==> src/sv/czh_pkg.sv <==
// shared types, constants and helpers of the click zone hit test unit
package czh_pkg;

  localparam int COORD_BITS = 12;
  // multiplier operand: holds a squared difference times four
  localparam int MUL_W = 2 * COORD_BITS + 4;
  // accumulator: sum of two products of squares plus one more term
  localparam int ACC_W = 4 * COORD_BITS + 2;
  localparam int RADIUS_BITS = 8;
  localparam int CFG_IDX_W = 1;
  localparam int STEP_W = 3;

  typedef logic signed [COORD_BITS-1:0] coord_t;
  typedef logic signed [COORD_BITS:0]   diff_t;
  typedef logic signed [MUL_W-1:0]      mul_t;
  typedef logic signed [ACC_W-1:0]      acc_t;
  typedef logic [RADIUS_BITS-1:0]       radius_t;

  // corner point of the crossing ray
  localparam diff_t RAY_ORIGIN = diff_t'(-19);

  localparam radius_t HIT_RADIUS_RST  = radius_t'(4);
  localparam radius_t NEAR_RADIUS_RST = radius_t'(7);

  localparam logic [CFG_IDX_W-1:0] REG_HIT_RADIUS  = 1'b0;
  localparam logic [CFG_IDX_W-1:0] REG_NEAR_RADIUS = 1'b1;

  localparam logic [2:0] OP_VERTEX  = 3'd0;
  localparam logic [2:0] OP_POINT   = 3'd1;
  localparam logic [2:0] OP_RECT    = 3'd2;
  localparam logic [2:0] OP_CIRCLE  = 3'd3;
  localparam logic [2:0] OP_ELLIPSE = 3'd4;

  localparam logic [1:0] ST_OUTSIDE = 2'd0;
  localparam logic [1:0] ST_INSIDE  = 2'd1;
  localparam logic [1:0] ST_BAD     = 2'd2;

  localparam int EDGE_STEPS    = 8;
  localparam int CIRCLE_STEPS  = 3;
  localparam int ELLIPSE_STEPS = 7;
  localparam int POINT_STEPS   = 6;

  // control that travels with one product through the multiply-accumulate unit
  typedef struct packed {
    logic       first;
    logic       last;
    logic       sub;
    logic [1:0] dest;
  } mac_ctl_t;

  function automatic mul_t sx(diff_t v);
    return mul_t'(v);
  endfunction

endpackage

==> src/sv/click_zone_hit_test_unit.sv <==
// click zone hit test: rectangle, circle, ellipse, polygon and point-list tests
//
//   channel  signals                         direction
//   in       in_valid / in_stall + fields    item in
//   out      out_valid / out_stall + fields  result out
//   cfg      cfg_write, cfg_index, cfg_data  register write
//
// rectangles, bad shapes and runs already decided load the output register at the
// accepting edge; a polygon's first vertex is only stored, and other items run products
// through the one multiply-accumulate unit (the closing vertex also runs the closing edge).
// rst is synchronous and restores the radii and closes any open run.
// a result held under out_stall blocks the next transaction, and a computed result
// waits in place until the output register is free.
module click_zone_hit_test_unit (
  input  logic                             clk,
  input  logic                             rst,
  input  logic                             in_valid,
  output logic                             in_stall,
  input  logic [2:0]                       opcode,
  input  czh_pkg::coord_t                  click_x,
  input  czh_pkg::coord_t                  click_y,
  input  czh_pkg::coord_t                  coord_a,
  input  czh_pkg::coord_t                  coord_b,
  input  czh_pkg::coord_t                  coord_c,
  input  czh_pkg::coord_t                  coord_d,
  input  logic                             last_item,
  output logic                             out_valid,
  input  logic                             out_stall,
  output logic [1:0]                       status,
  output logic                             near_hit,
  input  logic                             cfg_write,
  input  logic [czh_pkg::CFG_IDX_W-1:0]    cfg_index,
  input  czh_pkg::radius_t                 cfg_data
);
  import czh_pkg::*;

  typedef enum logic [2:0] {S_IDLE, S_RUN, S_DRAIN, S_EVAL, S_FIN} state_t;
  typedef enum logic [1:0] {K_EDGE, K_CIRCLE, K_ELLIPSE, K_POINT} kind_t;

  state_t state;
  kind_t  job_kind;
  logic [STEP_W-1:0] step;
  logic   job_emit, job_second;
  logic [1:0] pend_status;
  logic   pend_near;

  radius_t hit_radius, near_radius;
  logic   run_open, run_kind, crossing_parity, point_found, point_near;
  coord_t held_click_x, held_click_y;
  coord_t first_vertex_x, first_vertex_y, prev_vertex_x, prev_vertex_y;
  logic [1:0] vertex_count;

  coord_t jcx, jcy, ja, jb, jc, jd;

  // per-transaction decode
  logic   accept, kind_pt, new_run, eff_found, eff_near;
  logic [1:0] eff_count, cnt_inc;
  coord_t eff_cx, eff_cy;
  coord_t xlo, xhi, ylo, yhi;
  logic   rect_in;

  // operand selection
  diff_t  u1, u2, v1, v2, v3, v4, edx, edy, w1, w2, w3, w4, dx, dy;
  mul_t   opa, opb;
  mac_ctl_t ctl;
  logic   issue, last_step;
  acc_t   sums [4];

  logic   le0, le1, edge_hit, par_new;

  assign accept  = in_valid && !in_stall;
  assign in_stall = (state != S_IDLE) || (out_valid && out_stall);

  assign kind_pt   = (opcode == OP_POINT);
  assign new_run   = !run_open || (run_kind != kind_pt);
  assign eff_count = new_run ? 2'd0 : vertex_count;
  assign eff_found = new_run ? 1'b0 : point_found;
  assign eff_near  = new_run ? 1'b0 : point_near;
  assign eff_cx    = new_run ? click_x : held_click_x;
  assign eff_cy    = new_run ? click_y : held_click_y;
  assign cnt_inc   = (eff_count == 2'd3) ? 2'd3 : eff_count + 2'd1;

  assign xlo = (coord_a < coord_c) ? coord_a : coord_c;
  assign xhi = (coord_a < coord_c) ? coord_c : coord_a;
  assign ylo = (coord_b < coord_d) ? coord_b : coord_d;
  assign yhi = (coord_b < coord_d) ? coord_d : coord_b;
  assign rect_in = (click_x >= xlo) && (click_x <= xhi) && (click_y >= ylo) && (click_y <= yhi);

  // crossing test terms as differences against the ray origin or between points, and distance terms
  assign u1  = diff_t'(jcy) - RAY_ORIGIN;
  assign u2  = diff_t'(jcx) - RAY_ORIGIN;
  assign v1  = diff_t'(ja) - RAY_ORIGIN;
  assign v2  = diff_t'(jb) - RAY_ORIGIN;
  assign v3  = diff_t'(jc) - RAY_ORIGIN;
  assign v4  = diff_t'(jd) - RAY_ORIGIN;
  assign edx = diff_t'(jc) - diff_t'(ja);
  assign edy = diff_t'(jd) - diff_t'(jb);
  assign w1  = RAY_ORIGIN - diff_t'(ja);
  assign w2  = RAY_ORIGIN - diff_t'(jb);
  assign w3  = diff_t'(jcx) - diff_t'(ja);
  assign w4  = diff_t'(jcy) - diff_t'(jb);
  assign dx  = diff_t'(ja) - diff_t'(jcx);
  assign dy  = diff_t'(jb) - diff_t'(jcy);

  assign issue = (state == S_RUN);

  always_comb begin
    opa = '0;
    opb = '0;
    ctl = '0;
    last_step = 1'b0;
    unique case (job_kind)
      K_EDGE: begin
        last_step = (step == STEP_W'(EDGE_STEPS - 1));
        unique case (step)
          3'd0: begin opa = sx(u1);  opb = sx(v1); ctl.first = 1'b1; end
          3'd1: begin opa = sx(u2);  opb = sx(v2); ctl.sub = 1'b1; ctl.last = 1'b1;
                      ctl.dest = 2'd0; end
          3'd2: begin opa = sx(u1);  opb = sx(v3); ctl.first = 1'b1; end
          3'd3: begin opa = sx(u2);  opb = sx(v4); ctl.sub = 1'b1; ctl.last = 1'b1;
                      ctl.dest = 2'd1; end
          3'd4: begin opa = sx(edy); opb = sx(w1); ctl.first = 1'b1; end
          3'd5: begin opa = sx(edx); opb = sx(w2); ctl.sub = 1'b1; ctl.last = 1'b1;
                      ctl.dest = 2'd2; end
          3'd6: begin opa = sx(edy); opb = sx(w3); ctl.first = 1'b1; end
          3'd7: begin opa = sx(edx); opb = sx(w4); ctl.sub = 1'b1; ctl.last = 1'b1;
                      ctl.dest = 2'd3; end
          default: ;
        endcase
      end
      K_CIRCLE: begin
        last_step = (step == STEP_W'(CIRCLE_STEPS - 1));
        unique case (step)
          3'd0: begin opa = sx(dx) <<< 2; opb = sx(dx); ctl.first = 1'b1; end
          3'd1: begin opa = sx(dy) <<< 2; opb = sx(dy); end
          3'd2: begin opa = sx(diff_t'(jc)); opb = sx(diff_t'(jc)); ctl.sub = 1'b1;
                      ctl.last = 1'b1; ctl.dest = 2'd0; end
          default: ;
        endcase
      end
      K_ELLIPSE: begin
        last_step = (step == STEP_W'(ELLIPSE_STEPS - 1));
        unique case (step)
          3'd0: begin opa = sx(dx); opb = sx(dx); ctl = '{1'b1, 1'b1, 1'b0, 2'd0}; end
          3'd1: begin opa = sx(dy); opb = sx(dy); ctl = '{1'b1, 1'b1, 1'b0, 2'd1}; end
          3'd2: begin opa = sx(diff_t'(jc)); opb = sx(diff_t'(jc));
                      ctl = '{1'b1, 1'b1, 1'b0, 2'd2}; end
          3'd3: begin opa = sx(diff_t'(jd)); opb = sx(diff_t'(jd));
                      ctl = '{1'b1, 1'b1, 1'b0, 2'd3}; end
          // four times the scaled sum against width squared times height squared
          3'd4: begin opa = $signed({sums[1][MUL_W-3:0], 2'b00});
                      opb = $signed(sums[2][MUL_W-1:0]); ctl.first = 1'b1; end
          3'd5: begin opa = $signed({sums[0][MUL_W-3:0], 2'b00});
                      opb = $signed(sums[3][MUL_W-1:0]); end
          3'd6: begin opa = $signed(sums[2][MUL_W-1:0]);
                      opb = $signed(sums[3][MUL_W-1:0]);
                      ctl.sub = 1'b1; ctl.last = 1'b1; ctl.dest = 2'd0; end
          default: ;
        endcase
      end
      K_POINT: begin
        last_step = (step == STEP_W'(POINT_STEPS - 1));
        unique case (step)
          3'd0: begin opa = sx(dx); opb = sx(dx); ctl.first = 1'b1; end
          3'd1: begin opa = sx(dy); opb = sx(dy); end
          3'd2: begin opa = mul_t'(hit_radius); opb = mul_t'(hit_radius); ctl.sub = 1'b1;
                      ctl.last = 1'b1; ctl.dest = 2'd0; end
          3'd3: begin opa = sx(dx); opb = sx(dx); ctl.first = 1'b1; end
          3'd4: begin opa = sx(dy); opb = sx(dy); end
          3'd5: begin opa = mul_t'(near_radius); opb = mul_t'(near_radius);
                      ctl.sub = 1'b1; ctl.last = 1'b1; ctl.dest = 2'd1; end
          default: ;
        endcase
      end
      default: ;
    endcase
  end

  czh_mac u_mac (
    .clk   (clk),
    .rst   (rst),
    .issue (issue),
    .opa   (opa),
    .opb   (opb),
    .ctl   (ctl),
    .sums  (sums)
  );

  assign le0 = sums[0][ACC_W-1] || (sums[0] == '0);
  assign le1 = sums[1][ACC_W-1] || (sums[1] == '0);

  // edge counts when it crosses the ray line, but never when its start lies on the ray line
  always_comb begin
    logic z1, z2, z3, z4, n1, n2, n3, n4;
    z1 = (sums[0] == '0);
    z2 = (sums[1] == '0);
    z3 = (sums[2] == '0);
    z4 = (sums[3] == '0);
    n1 = sums[0][ACC_W-1];
    n2 = sums[1][ACC_W-1];
    n3 = sums[2][ACC_W-1];
    n4 = sums[3][ACC_W-1];
    edge_hit = !z1 && (z2 || (n1 != n2)) && (z3 || z4 || (n3 != n4));
  end
  assign par_new = crossing_parity ^ edge_hit;

  always_ff @(posedge clk) begin
    if (rst) begin
      state           <= S_IDLE;
      job_kind        <= K_EDGE;
      step            <= '0;
      job_emit        <= 1'b0;
      job_second      <= 1'b0;
      out_valid       <= 1'b0;
      hit_radius      <= HIT_RADIUS_RST;
      near_radius     <= NEAR_RADIUS_RST;
      run_open        <= 1'b0;
      run_kind        <= 1'b0;
      crossing_parity <= 1'b0;
      point_found     <= 1'b0;
      point_near      <= 1'b0;
      vertex_count    <= 2'd0;
      held_click_x    <= '0;
      held_click_y    <= '0;
      first_vertex_x  <= '0;
      first_vertex_y  <= '0;
      prev_vertex_x   <= '0;
      prev_vertex_y   <= '0;
    end else begin
      if (cfg_write) begin
        unique case (cfg_index)
          REG_HIT_RADIUS:  hit_radius  <= cfg_data;
          REG_NEAR_RADIUS: near_radius <= cfg_data;
          default: ;
        endcase
      end
      if (out_valid && !out_stall) begin
        out_valid <= 1'b0;
      end
      unique case (state)
        S_IDLE: begin
          if (accept) begin
            unique case (opcode)
              OP_VERTEX, OP_POINT: begin
                if (new_run) begin
                  run_kind        <= kind_pt;
                  held_click_x    <= click_x;
                  held_click_y    <= click_y;
                  crossing_parity <= 1'b0;
                  vertex_count    <= 2'd0;
                  point_found     <= 1'b0;
                  point_near      <= 1'b0;
                end
                run_open <= !last_item;
                jcx      <= eff_cx;
                jcy      <= eff_cy;
                step     <= '0;
                job_emit <= last_item;
                if (!kind_pt) begin
                  if (eff_count == 2'd0) begin
                    first_vertex_x <= coord_a;
                    first_vertex_y <= coord_b;
                  end
                  prev_vertex_x <= coord_a;
                  prev_vertex_y <= coord_b;
                  vertex_count  <= cnt_inc;
                  ja         <= prev_vertex_x;
                  jb         <= prev_vertex_y;
                  jc         <= coord_a;
                  jd         <= coord_b;
                  job_kind   <= K_EDGE;
                  job_second <= last_item;
                  if (last_item && (cnt_inc != 2'd3)) begin
                    out_valid <= 1'b1;
                    status    <= ST_BAD;
                    near_hit  <= 1'b0;
                  end else if (eff_count != 2'd0) begin
                    state <= S_RUN;
                  end
                end else begin
                  ja       <= coord_a;
                  jb       <= coord_b;
                  job_kind <= K_POINT;
                  if (!eff_found) begin
                    state <= S_RUN;
                  end else if (last_item) begin
                    out_valid <= 1'b1;
                    status    <= ST_INSIDE;
                    near_hit  <= eff_near;
                  end
                end
              end
              OP_RECT: begin
                out_valid <= 1'b1;
                status    <= rect_in ? ST_INSIDE : ST_OUTSIDE;
                near_hit  <= 1'b0;
              end
              OP_CIRCLE, OP_ELLIPSE: begin
                jcx      <= click_x;
                jcy      <= click_y;
                ja       <= coord_a;
                jb       <= coord_b;
                jc       <= coord_c;
                jd       <= coord_d;
                step     <= '0;
                job_emit <= 1'b1;
                job_kind <= (opcode == OP_CIRCLE) ? K_CIRCLE : K_ELLIPSE;
                if ((opcode == OP_CIRCLE) ? coord_c[COORD_BITS-1]
                    : (coord_c[COORD_BITS-1] || coord_c == '0 ||
                       coord_d[COORD_BITS-1] || coord_d == '0)) begin
                  out_valid <= 1'b1;
                  status    <= ST_BAD;
                  near_hit  <= 1'b0;
                end else begin
                  state <= S_RUN;
                end
              end
              default: begin
                out_valid <= 1'b1;
                status    <= ST_BAD;
                near_hit  <= 1'b0;
              end
            endcase
          end
        end
        S_RUN: begin
          step <= step + STEP_W'(1);
          if (last_step) begin
            state <= S_DRAIN;
          end
        end
        S_DRAIN: begin
          state <= S_EVAL;
        end
        S_EVAL: begin
          pend_near <= 1'b0;
          state     <= job_emit ? S_FIN : S_IDLE;
          unique case (job_kind)
            K_EDGE: begin
              crossing_parity <= par_new;
              pend_status     <= par_new ? ST_INSIDE : ST_OUTSIDE;
              if (job_second) begin
                // closing edge back to the first vertex
                ja         <= jc;
                jb         <= jd;
                jc         <= first_vertex_x;
                jd         <= first_vertex_y;
                job_second <= 1'b0;
                step       <= '0;
                state      <= S_RUN;
              end
            end
            K_POINT: begin
              if (le0) begin
                point_found <= 1'b1;
              end else if (le1) begin
                point_found <= 1'b1;
                point_near  <= 1'b1;
              end
              pend_status <= (le0 || le1) ? ST_INSIDE : ST_OUTSIDE;
              pend_near   <= !le0 && le1;
            end
            K_CIRCLE, K_ELLIPSE: begin
              pend_status <= le0 ? ST_INSIDE : ST_OUTSIDE;
            end
            default: ;
          endcase
        end
        S_FIN: begin
          if (!out_valid || !out_stall) begin
            out_valid <= 1'b1;
            status    <= pend_status;
            near_hit  <= pend_near;
            state     <= S_IDLE;
          end
        end
        default: state <= S_IDLE;
      endcase
    end
  end

endmodule

==> src/sv/czh_mac.sv <==
// shared multiply-accumulate unit with four result slots
module czh_mac (
  input  logic             clk,
  input  logic             rst,
  input  logic             issue,
  input  czh_pkg::mul_t    opa,
  input  czh_pkg::mul_t    opb,
  input  czh_pkg::mac_ctl_t ctl,
  output czh_pkg::acc_t    sums [4]
);
  import czh_pkg::*;

  logic signed [2*MUL_W-1:0] full_prod;
  acc_t     prod;
  acc_t     acc;
  acc_t     sum_val;
  mac_ctl_t p_ctl;
  logic     p_vld;

  assign full_prod = opa * opb;

  always_comb begin
    sum_val = (p_ctl.first ? '0 : acc) + (p_ctl.sub ? -prod : prod);
  end

  always_ff @(posedge clk) begin
    if (rst) begin
      p_vld <= 1'b0;
    end else begin
      p_vld <= issue;
    end
    if (issue) begin
      prod  <= full_prod[ACC_W-1:0];
      p_ctl <= ctl;
    end
    if (p_vld) begin
      acc <= sum_val;
      if (p_ctl.last) begin
        sums[p_ctl.dest] <= sum_val;
      end
    end
  end

endmodule
==> config.mk <==
export PLATFORM = sky130hd
export DESIGN_NAME = click_zone_hit_test_unit
export DESIGN_NICKNAME = d
export VERILOG_FILES = /design/src/sv/czh_pkg.sv /design/src/sv/click_zone_hit_test_unit.sv /design/src/sv/czh_mac.sv
export SDC_FILE = /design/constraint.sdc
export NUM_CORES = 2
export LEC_CHECK = 0
export BUFFER_PORTS_ARGS = -buffer_cell sky130_fd_sc_hd__buf_4
export CELL_PAD_IN_SITES_DETAIL_PLACEMENT = 0
export CELL_PAD_IN_SITES_GLOBAL_PLACEMENT = 1
export CORE_ASPECT_RATIO = 0.7
export CORE_MARGIN = 2
export CORE_UTILIZATION = 52
export DETAILED_ROUTE_END_ITERATION = 8
export PLACE_DENSITY_LB_ADDON = 0.1
export SLEW_MARGIN = 20
export SYNTH_ARGS = -nofsm -noshare
export SYNTH_HDL_FRONTEND = slang
export SYNTH_SLANG_ARGS = --single-unit
==> constraint.sdc <==
create_clock -name clk -period 13.93 [get_ports clk]
set_input_delay 2.786 -clock clk [delete_from_list [all_inputs] [get_ports clk]]
set_output_delay 2.786 -clock clk [all_outputs]
set_load 0.05 [all_outputs]
==> results.md <==
* Dominant cell type by area after synthesis: fa_1
* Buffer count from post-CTS setup fixing at 0
* Clk_lat worst skew at 0.66 ns
* Endpoints failing setup at 0
* Rel. slew slack at 20.7%
* Vias in the first global route at 44.3k
* Pins Over Slew Limit at 0
* CTS Hold Bufs at 0
* # nets final at 7285
* Top-area cell type share of the netlist area at 27.3%
* Yosys Warn Count at 0
* WP data arrival at 13.86 ns
* Worst Skew at 0.0439 ns
* Placed instance area at 0.0589 sq mm
* Routed wire length at 212 mm
* Die Y at 279 um
* # Max-Cap Violations at 0
* FP Rows at 100
* Layout area overhead at 7.99%
* Syn_nets at 7274
* RSZ-0062 raised after global routing: false
* Hold_ws at 0.453 ns
* First drt pass iteration count at 7
* Post-synthesis sequential area ratio at 24.3%
* Post-cts resize count at 0
* Via density at 6.03
* Asr flop ratio synth at 0%
* Synthesized area per cell at 9.29 sq um
* Cell variety after synth at 81
* GRT overflow at 0
* Total CTS buffers at 50
* # port buffers at 94
* HPWL after DPL at 170 mm
* Core Area at 0.107 sq mm
* Worst path most repeated cell: inv_1
* Synthesized instance count at 6042
* Synth area leaders: fa_1, edfxtp_1, ha_1
* Mapped cell area at 0.0561 sq mm
* Cell area after layout at 0.0606 sq mm
* Top FF cell, synth: edfxtp_1
* Initial Util at 52.6%
* Largest net degree at the start of global routing at 86
* Io pins at 95
* CP Data Required Time at 14.34 ns
* Wire per inst at 28.2 um
* Total negative setup slack at 0 ns
* Fmax at 74.3 MHz
* Slew @ Worst Pin at 1.18 ns
* Synthesis-stage register bit count at 489
* Crit-path slowest cell: o22ai_2
* Hold crit path type: register to register
* Fin cells at 7527
* GRT Overall Usage at 38.7%
* CTS Sinks at 489
* Horiz. Die Dim at 397 um
* Crit Path Category: register to register
* Proportion of layout cells with a drive suffix above 1 at 6.97%
* Top fanout value on the critical path at 24
* Critical path launch point type: register
* Worst stage delay on the critical path at 0.82 ns
* Die footprint at 0.111 sq mm
* Initial antenna violation count at 8
* Clock slew at reported path FFs at 0.07 ns
* Detailed router's first-iteration violation count at 5771
* Min Tclk post-route at 13.46 ns
* First-pass GRT wire length at 310 mm
* Final number of hold-violating endpoints at 0
* ANT nets after route at 0
* Critical path capture point type: register
* Placed Cells incl. Taps at 7429
* Clock buffer depth at 3
* CTS Root Buffer Type: clkbuf_16
* CTS tree: done
* Final period utilization at 96.6%
* Overall via count from detail_route at 45.4k
* Residual DRC at 0
* RD Place Congestion at 1.14
* Status: finished, final reports clean
* Number of synthesized flops with an enable pin at 382
* H-tree depth at 2
* Fill count at 9617
synth_stat cells (94+ instances only):
master / number
edfxtp_1: 382
xnor2_1: 181
ha_1: 377
fa_1: 765
a21oi_1: 299
dfxtp_1: 107
nand2_1: 800
o21ai_0: 213
a21o_1: 94
nor2_1: 561
mux2i_1: 97
clkbuf_1: 251
inv_1: 913
per-layer routing:
metal | share of wire, % | GRT usage, % | up-vias | wire length [um]
li1 | - | - | 19800 | -
met1 | 46 | 61.6 | 22600 | 98100
met2 | 35 | 46.2 | 2680 | 74500
met5 | 0.037 | 0 | - | 79
met4 | 1.8 | 6.41 | 12 | 3880
met3 | 17 | 19.1 | 260 | 35800
worst paths after layout:
| path | slack [ns] | startpoint | to | cells past startpoint |
|---|---|---|---|---|
| setup / recovery | 0.47 | step[1]$_SDFFE_PP0P_ | u_mac.prod[46]$_DFFE_PP_ | 44 |
| hold / removal | 0.45 | held_click_x[1]$_SDFFE_PP0P_ | held_click_x[1]$_SDFFE_PP0P_ | 2 |
| setup reg to reg | 0.47 | step[1]$_SDFFE_PP0P_ | u_mac.prod[46]$_DFFE_PP_ | 44 |
| hold reg to reg | 0.45 | held_click_x[1]$_SDFFE_PP0P_ | held_click_x[1]$_SDFFE_PP0P_ | 2 |
worst max-delay path, delay by kind of cell, from the launching register on:
family | cells | cell delay [ns]
adders and majority gates | 11 | 3.94
buffers and inverters | 9 | 1.11
DFF | 1 | 0.39
and+or+nand+nor | 7 | 2.02
AOI/OAI and AO/OA | 15 | 5.40
xor gates and xnor gates | 2 | 0.29
sequential cells by signal, indices dropped and copies added (netlist names), 5 cells and up:
register	cells
u_mac.prod	50
u_mac.sums	200
jcy	12
u_mac.p_ctl	5
jd	12
ja	12
near_radius	8
prev_vertex_y	12
prev_vertex_x	12
first_vertex_y	12
jb	12
u_mac.acc	50
first_vertex_x	12
held_click_y	12
jc	12
jcx	12
hit_radius	8
held_click_x	12
per-stage QoR:
stage,utilization (%),setup WS [ns]
after detailed placement,55.2,1.14
after CTS,56.8,1.09
final,56.8,0.474
after global placement,55.2,1.00
after floorplan,-,2.61
after global routing,56.8,0.110
placed cells by master, fill, tap and decap left out, drive strengths merged, types with 97 or more instances in the layout:
cell | synthesis | routed
nand2 | 800 | 800
a21oi | 299 | 299
nor2 | 562 | 562
inv | 913 | 919
buf | 21 | 231
dfxtp | 107 | 107
mux2i | 97 | 97
edfxtp | 382 | 382
fa | 765 | 765
xnor2 | 181 | 181
ha | 377 | 377
o21ai | 226 | 226
final cells by class:
| class | instances | area [sq um] | share of cell area [%] |
|---|---|---|---|
| inverter | 920 | 3450 | 5.70 |
| antenna | 4 | 10.0 | 0.0165 |
| clock buffer | 61 | 1300 | 2.15 |
| clock inverter | 33 | 414 | 0.683 |
| multi-input combinational | 4361 | 38300 | 63.2 |
| tap | 1428 | 1790 | 2.95 |
| sequential | 489 | 13600 | 22.5 |
| timing repair buffer | 231 | 1730 | 2.86 |
cell families (layout without fill, tap and decap cells):
group           count (synthesis)  after routing  synth area share, %
simple gates                 1828           1828                 14.3
compound gates               1023           1023                 11.7
buf+inv                      1192           1245                 7.98
other cells                     0              4                    0
fa+ha+maj                    1142           1142                 35.7
xor+xnor                      241            241                 3.79
mux                           127            127                 2.33
flops                         489            489                 24.3
Power is not shown: default switching activity piles up to over one toggle a cycle in this logic, so the estimate is an artifact.
